--- config.mk ---
export PLATFORM = sky130hd
export DESIGN_NAME = bcmt_bigmul
export DESIGN_NICKNAME = d
export VERILOG_FILES = /design/src/bcmt_pkg.sv /design/src/bcmt_bigmul.sv
export SDC_FILE = /design/constraint.sdc
export NUM_CORES = 2
export LEC_CHECK = 0
export ABC_CLOCK_PERIOD_IN_PS = 14900
export BUFFER_PORTS_ARGS = -buffer_cell sky130_fd_sc_hd__buf_2
export CAP_MARGIN = 30
export CORE_AREA = 3 3 265 267
export CTS_CLUSTER_DIAMETER = 120
export CTS_CLUSTER_SIZE = 28
export DETAILED_ROUTE_END_ITERATION = 6
export DIE_AREA = 0 0 268 270
export PLACE_DENSITY = 0.94
export SLEW_MARGIN = 20
export SYNTH_ARGS = -nofsm -noshare
export SYNTH_HDL_FRONTEND = slang
export SYNTH_SLANG_ARGS = --single-unit
--- constraint.sdc ---
create_clock -name clk -period 14.9 [get_ports clk]
set_input_delay 2.235 -clock clk [delete_from_list [all_inputs] [get_ports clk]]
set_output_delay 2.235 -clock clk [all_outputs]
set_load 0.01 [all_outputs]
--- src/bcmt_pkg.sv ---
// shared types and constants of the boundary curve membership test
`default_nettype none
package bcmt_pkg;

	// coordinate storage and arithmetic widths
	localparam int CW      = 32;          // stored coordinate
	localparam int DW      = CW + 1;      // coordinate difference
	localparam int PW      = 2 * DW;      // product of two differences
	localparam int SW      = PW + 1;      // sum of two products
	localparam int RW      = 62;          // squared radius
	localparam int TW      = 16;          // tolerance
	localparam int BA      = 100;         // long multiplier, first operand
	localparam int BB      = 72;          // long multiplier, second operand
	localparam int BP      = BA + BB;     // long multiplier, product
	localparam int DIGIT   = 8;           // bits of the second operand per cycle

	// stream widths
	localparam int IN_W    = 256;
	localparam int USER_W  = 3;
	localparam int OUT_W   = 8;

	typedef logic [1:0] req_t;
	localparam req_t REQ_CLEAR  = 2'd0;
	localparam req_t REQ_APPEND = 2'd1;
	localparam req_t REQ_TEST   = 2'd2;

	typedef logic [1:0] dir_t;
	localparam dir_t DIR_NONE = 2'd0;
	localparam dir_t DIR_SAME = 2'd1;
	localparam dir_t DIR_OPP  = 2'd2;

	// one stored curve, one memory word
	typedef struct packed {
		logic [RW-1:0]        rsq;
		logic signed [CW-1:0] cy;
		logic signed [CW-1:0] cx;
		logic signed [CW-1:0] ey;
		logic signed [CW-1:0] ex;
		logic signed [CW-1:0] sy;
		logic signed [CW-1:0] sx;
		logic                 ccw;
		logic                 arc;
	} entry_t;

endpackage
`default_nettype wire

--- src/bcmt_bigmul.sv ---
// sequential long unsigned multiplier, one digit of the second operand per cycle
`default_nettype none
module bcmt_bigmul
	import bcmt_pkg::*;
(
	input  wire logic          clk,
	input  wire logic          arst_n,
	input  wire logic          start,
	input  wire logic [BA-1:0] a,
	input  wire logic [BB-1:0] b,
	output logic               done,
	output logic      [BP-1:0] p
);

	localparam int NDIG  = BB / DIGIT;
	localparam int CNT_W = $clog2(NDIG + 1);

	logic [BA-1:0]       a_q;
	logic [BB-1:0]       b_q;
	logic [BP-1:0]       acc_q;
	logic [CNT_W-1:0]    cnt_q;
	logic                busy_q;
	logic                done_q;
	logic [BA+DIGIT-1:0] pp;

	// partial product of the top remaining digit
	assign pp = a_q * b_q[BB-1 -: DIGIT];

	always_ff @(posedge clk or negedge arst_n) begin
		if (!arst_n) begin
			busy_q <= 1'b0;
			done_q <= 1'b0;
			cnt_q  <= '0;
		end else begin
			done_q <= 1'b0;
			if (start) begin
				busy_q <= 1'b1;
				cnt_q  <= CNT_W'(NDIG);
			end else if (busy_q) begin
				cnt_q <= cnt_q - 1'b1;
				if (cnt_q == CNT_W'(1)) begin
					busy_q <= 1'b0;
					done_q <= 1'b1;
				end
			end
		end
	end

	always_ff @(posedge clk) begin
		if (start) begin
			a_q   <= a;
			b_q   <= b;
			acc_q <= '0;
		end else if (busy_q) begin
			acc_q <= (acc_q << DIGIT) + BP'(pp);
			b_q   <= b_q << DIGIT;
		end
	end

	assign done = done_q;
	assign p    = acc_q;

endmodule
`default_nettype wire

== Word level (Yosys, flattened, before mapping) ==
Cells that the tools add are included.

* Register bits after elaboration: 350
* Output and inout bits: 173

* Add/sub/neg operators: 2
* Muxes and demuxes: 10
* Multiply operators: 1
* Equal/unequal tests: 1
* Reduce and logical (&&, ||, !) cells: 1

{| class="wikitable"
|+ Operators with widths
! cell !! count
|-
| $add A172 B108 Y172 || 1
|-
| $mux W72 || 2
|-
| $mul A100 B8 Y108 || 1
|-
| $mux W4 || 2
|-
| $mux W1 || 6
|-
| $eq A4 B1 Y1 const B || 1
|-
| $sub A4 B1 Y4 const B || 1
|-
| $reduce_bool A2 Y1 || 1
|}

== Depth between registers and ports, before layout ==
* Word-level depth: 4
* Depth in mapped cells: 24
* Depth with buffers taken out: 20

== Least setup slack after synthesis ==
OpenSTA, ideal clock, no wires.

* Kind: reg2reg
* From: register b_q[65]
* To: register acc_q[165], in the netlist p[165]
* Path buffers: 3
* Data arrival time: 5.753 ns
* Period minus slack after synthesis: 5.871 ns
* Required time: 14.783 ns
* Cell stages (with the launch flop): 22
* Path slack: 9.029 ns
* Cells stage by stage: edfxtp_1 > clkbuf_1 > clkbuf_1 > nand2_1 > fa_1 > inv_1 > fa_1 > fa_1 > inv_1 > fa_1 > inv_1 > ha_1 > buf_2 > nand4_1 > or3_1 > a2111oi_4 > o21ai_0 > a31o_2 > and2_4 > or3_1 > or3_1 > a32o_1

* Cells in the longest elaborated chain, start to end: 2

{| class="wikitable"
|+ RTL lines
! what !! RTL line !! text
|-
| from (decl) || bcmt_bigmul.sv:19 || <nowiki>logic [BB-1:0] b_q;</nowiki>
|-
| from (signal assigned) || bcmt_bigmul.sv:56 || <nowiki>b_q <= b_q << DIGIT;</nowiki>
|-
| $mul A100 B8 Y108 || bcmt_bigmul.sv:27 || <nowiki>assign pp = a_q * b_q[BB-1 -: DIGIT];</nowiki>
|-
| $add A172 B108 Y172 || bcmt_bigmul.sv:55 || <nowiki>acc_q <= (acc_q << DIGIT) + BP'(pp);</nowiki>
|-
| to (signal assigned) || bcmt_bigmul.sv:55 ||
|-
| to (decl) || bcmt_bigmul.sv:20 || <nowiki>logic [BP-1:0] acc_q;</nowiki>
|}

Every way passes these cells.
A chain may end at the register's enable or synchronous reset.

== Final worst setup path ==
* From: register b_q[65]
* To: register acc_q[152], in the netlist p[152]

The elaborated chain is that of the path after synthesis.

==> Flow_metrics.wiki <==
{| class="wikitable"
! Metric !! Value
|-
| Element type at the critical path end || register
|-
| Clock latency of the later-clocked register in the worst-skew pair || 0.61 ns
|-
| Post-CTS setup buffer count || 0
|-
| Setup repair after global routing missed its margin || no
|-
| Critical setup path kind || register to register
|-
| Final Hold Vio Count || 0
|-
| Final nets || 5799
|-
| Post-route clock period utilization || approximately half
|-
| Detailed-route via count || around 36000
|-
| Most frequent cells in the layout || sky130_fd_sc_hd__inv_1 (741), sky130_fd_sc_hd__fa_1 (687), sky130_fd_sc_hd__and2_1 (614)
|-
| Post-route DRC violation count || 2
|-
| Seq/Total Area, Yosys || just over 20%
|-
| Average routed wire per standard cell || ~23 µm
|-
| Total area of multi-input combinational cells || roughly 30000 µm²
|-
| Antenna violations before repair || 3
|-
| Global route total overflow || 0
|-
| Transition time at the pin with the least slew margin || approximately 1 ns
|-
| Via count of the first global-routing pass || between 30000 and 40000
|-
| Gate Count Post-Synth || roughly 4600
|-
| Combined area of all synthesized cells || between 40000 and 50000 µm²
|-
| Register clock-pin slew on the reported worst setup and hold paths || between 0.1 and 0.15 ns
|-
| Worst relative slew slack || 33.21%
|-
| Synthesized area divided by synthesized cell count || roughly 9.3 µm²
|-
| H-tree levels || 1
|-
| Final critical delay including setup and external delays || between 7 and 8 ns
|-
| Startpoint type of the worst setup path || register
|-
| I/O Buffers || roughly 350
|-
| Worst EP arrival || 8.13 ns
|-
| Post-DRT Antenna Nets || 0
|-
| Run status || finished with violations
|-
| Type of the most critical hold path || register to register
|-
| Total count of max-transition violations in the final report || 0
|-
| Total core area || between 60000 and 70000 µm²
|-
| Aggregate global-route resource usage || between 30 and 40%
|-
| Area taken by flip-flops and latches || between 8000 and 9000 µm²
|-
| Fmax || between 100 and 150 MHz
|-
| Cells resized by post-CTS repair || 0
|-
| TritonRoute pass-1 iters || 7
|-
| Violations in the final reports || design-rule violations
|-
| Cell types with the largest area share after synthesis || sky130_fd_sc_hd__fa_1 (32%), sky130_fd_sc_hd__edfxtp_1 (12%), sky130_fd_sc_hd__and2_1 (9.0%)
|-
| FF+latch count, synth || 350
|-
| Most common flop cell mapped by yosys || sky130_fd_sc_hd__edfxtp_1
|-
| Detailed router's first-iteration violation count || around 3300
|-
| TritonCTS clock tree || built
|-
| Number of buffers added by the clock tree synthesis step || 21
|-
| Synth-to-Final Area Change || 7.047%
|-
| Global-route wire length before repair || 206800 µm
|-
| CTS Buffer Depth || 3
|-
| Clock root buffer master || sky130_fd_sc_hd__clkbuf_16
|-
| Placed cells || ~5700
|-
| Initial core utilization || 62.66%
|-
| Layout cell share with drive strength beyond 1 || 10.87%
|-
| Syn Nets || ~5600
|-
| Avg Vias per Cell || roughly 6.2
|-
| RePlAce Congestion || 0.9819
|-
| Die outline width || 268 µm
|-
| Distinct cells, synth || 87
|-
| Synth warn || 0
|-
| Count of standard-cell rows || 96
|-
| Area share of the leading cell type in the synthesized netlist || 32.12%
|-
| Post-synth EDFFs || 172
|-
| Sink Count || 350
|-
| I/O pin total || 348
|-
| Overall die area || between 70000 and 80000 µm²
|-
| Final setup viols || 0
|-
| Setup TNS || 0 ns
|-
| Leading cell type in the layout, fill and taps excluded || sky130_fd_sc_hd__inv_1
|-
| Number of max-capacitance violations reported || 0
|-
| Die Height || approximately 270 µm
|-
| Req. time, crit path || 15.37 ns
|-
| HPWL after detailed placement || 99690 µm
|-
| Routed wire length || 128900 µm
|-
| Filler-free cell count of the finished design || around 5700
|-
| Biggest fanout along the worst timing path || 62
|-
| Hold_buf cts || 0
|-
| Dominant cell type by area after synthesis || sky130_fd_sc_hd__fa_1
|-
| Fillers || just under 5000
|-
| Pin count of the biggest net entering global routing || between 70 and 80
|-
| Worst clock skew || between 0.04 and 0.05 ns
|-
| Async set or reset register ratio after synthesis || roughly 1.7%
|}
-- metal layers --
layer | track usage, % | vias to the layer above | part of all wire (%)
met5 | 0 | - | 0.026
met2 | 59.21 | 2378 | 47
met3 | 8.928 | 582 | 11
met1 | 45.04 | 17396 | 35
met4 | 18.80 | 4 | 6.4
li1 | - | 15188 | -
-- cells in the mapped netlist (all sizes together) (64+ instances only) --
library cell / instances
mux2: 64
inv: 742
xnor2: 81
nand2: 450
nand4: 72
a21oi: 194
o21ai: 128
ha: 138
clkbuf: 186
nor2: 217
fa: 687
and2: 615
dfxtp: 172
edfxtp: 172
-- kinds of logic (layout without fill, tap and decap cells) --
kind of cell / Yosys count / in the layout / synth area share (%)
and+or+nand+nor: 1574 / 1574 / 18.97
buffers and inverters: 965 / 1160 / 8.541
adders and majority gates: 825 / 825 / 36.15
AOI/OAI and AO/OA: 679 / 679 / 10.76
DFF: 350 / 350 / 20.45
muxes: 117 / 117 / 2.922
xor gates and xnor gates: 108 / 108 / 2.209
other: 0 / 1 / 0
-- path summary, 6_finish.rpt --
kind / startpoint / end / slack, ns / cells after the start
worst max-delay path: b_q[65]$_DFFE_PP_ / p[152]$_SDFFE_PP0P_ / 7.24 / 21
worst min-delay path: p[166]$_SDFFE_PP0P_ / p[166]$_SDFFE_PP0P_ / 0.50 / 2
worst max register to register: b_q[65]$_DFFE_PP_ / p[152]$_SDFFE_PP0P_ / 7.24 / 21
worst min register to register: p[166]$_SDFFE_PP0P_ / p[166]$_SDFFE_PP0P_ / 0.50 / 2
max in group asynchronous: arst_n / busy_q$_DFF_PN0_ / 13.29 / 1
min in group asynchronous: arst_n / cnt_q[0]$_DFFE_PN0P_ / 1.45 / 1
-- worst max-delay path, cell delays in order (launching register included) --
cell and delay, ns:
sky130_fd_sc_hd__edfxtp_1 0.34, sky130_fd_sc_hd__buf_4 0.41, sky130_fd_sc_hd__buf_4 0.71, sky130_fd_sc_hd__nand2_1 0.16, sky130_fd_sc_hd__fa_1 0.55, sky130_fd_sc_hd__inv_1 0.05, sky130_fd_sc_hd__fa_1 0.46, sky130_fd_sc_hd__fa_1 0.50
sky130_fd_sc_hd__inv_1 0.06, sky130_fd_sc_hd__fa_1 0.55, sky130_fd_sc_hd__inv_1 0.06, sky130_fd_sc_hd__ha_1 0.37, sky130_fd_sc_hd__nand2_1 0.19, sky130_fd_sc_hd__nor2_1 0.21, sky130_fd_sc_hd__o2111ai_1 0.21, sky130_fd_sc_hd__a2111oi_2 0.54
sky130_fd_sc_hd__o21ai_1 0.35, sky130_fd_sc_hd__o41ai_4 0.58, sky130_fd_sc_hd__a2111oi_4 0.15, sky130_fd_sc_hd__buf_4 0.24, sky130_fd_sc_hd__or2_0 0.38, sky130_fd_sc_hd__o311ai_0 0.40
-- state kept, by name, indices dropped and copies added, names as in the netlist --
register  cells
a_q         100
b_q          72
busy_q        1
cnt_q         4
done          1
p           172
-- through the flow --
stage	area, µm²	utilization, %	setup slack (ns)	hold slack [ns]
4_1_cts	45810	67.02	7.355	0.4988
6_report	45840	67.07	7.245	0.5037
3_5_place_dp	45070	65.95	7.384	0.4708
5_1_grt	45840	67.07	6.881	0.5115
3_3_place_gp	45070	65.95	7.640	0.4544
2_1_floorplan	42820	-	9.029	0.4935
-- final cells by class --
type / count / area share, %
Timing Repair Buffer: 380 / 4.389
Antenna cell: 1 / 0.005459
Clock buffer: 25 / 1.179
Multi-Input combinational cell: 3303 / 66.40
Tap cell: 882 / 2.407
Clock inverter: 12 / 0.4176
Inverter: 743 / 6.089
Sequential cell: 350 / 19.11
Power is left out: the tool's default activity adds up to more than one toggle a clock period on the data nets, which glitch-free logic cannot reach.
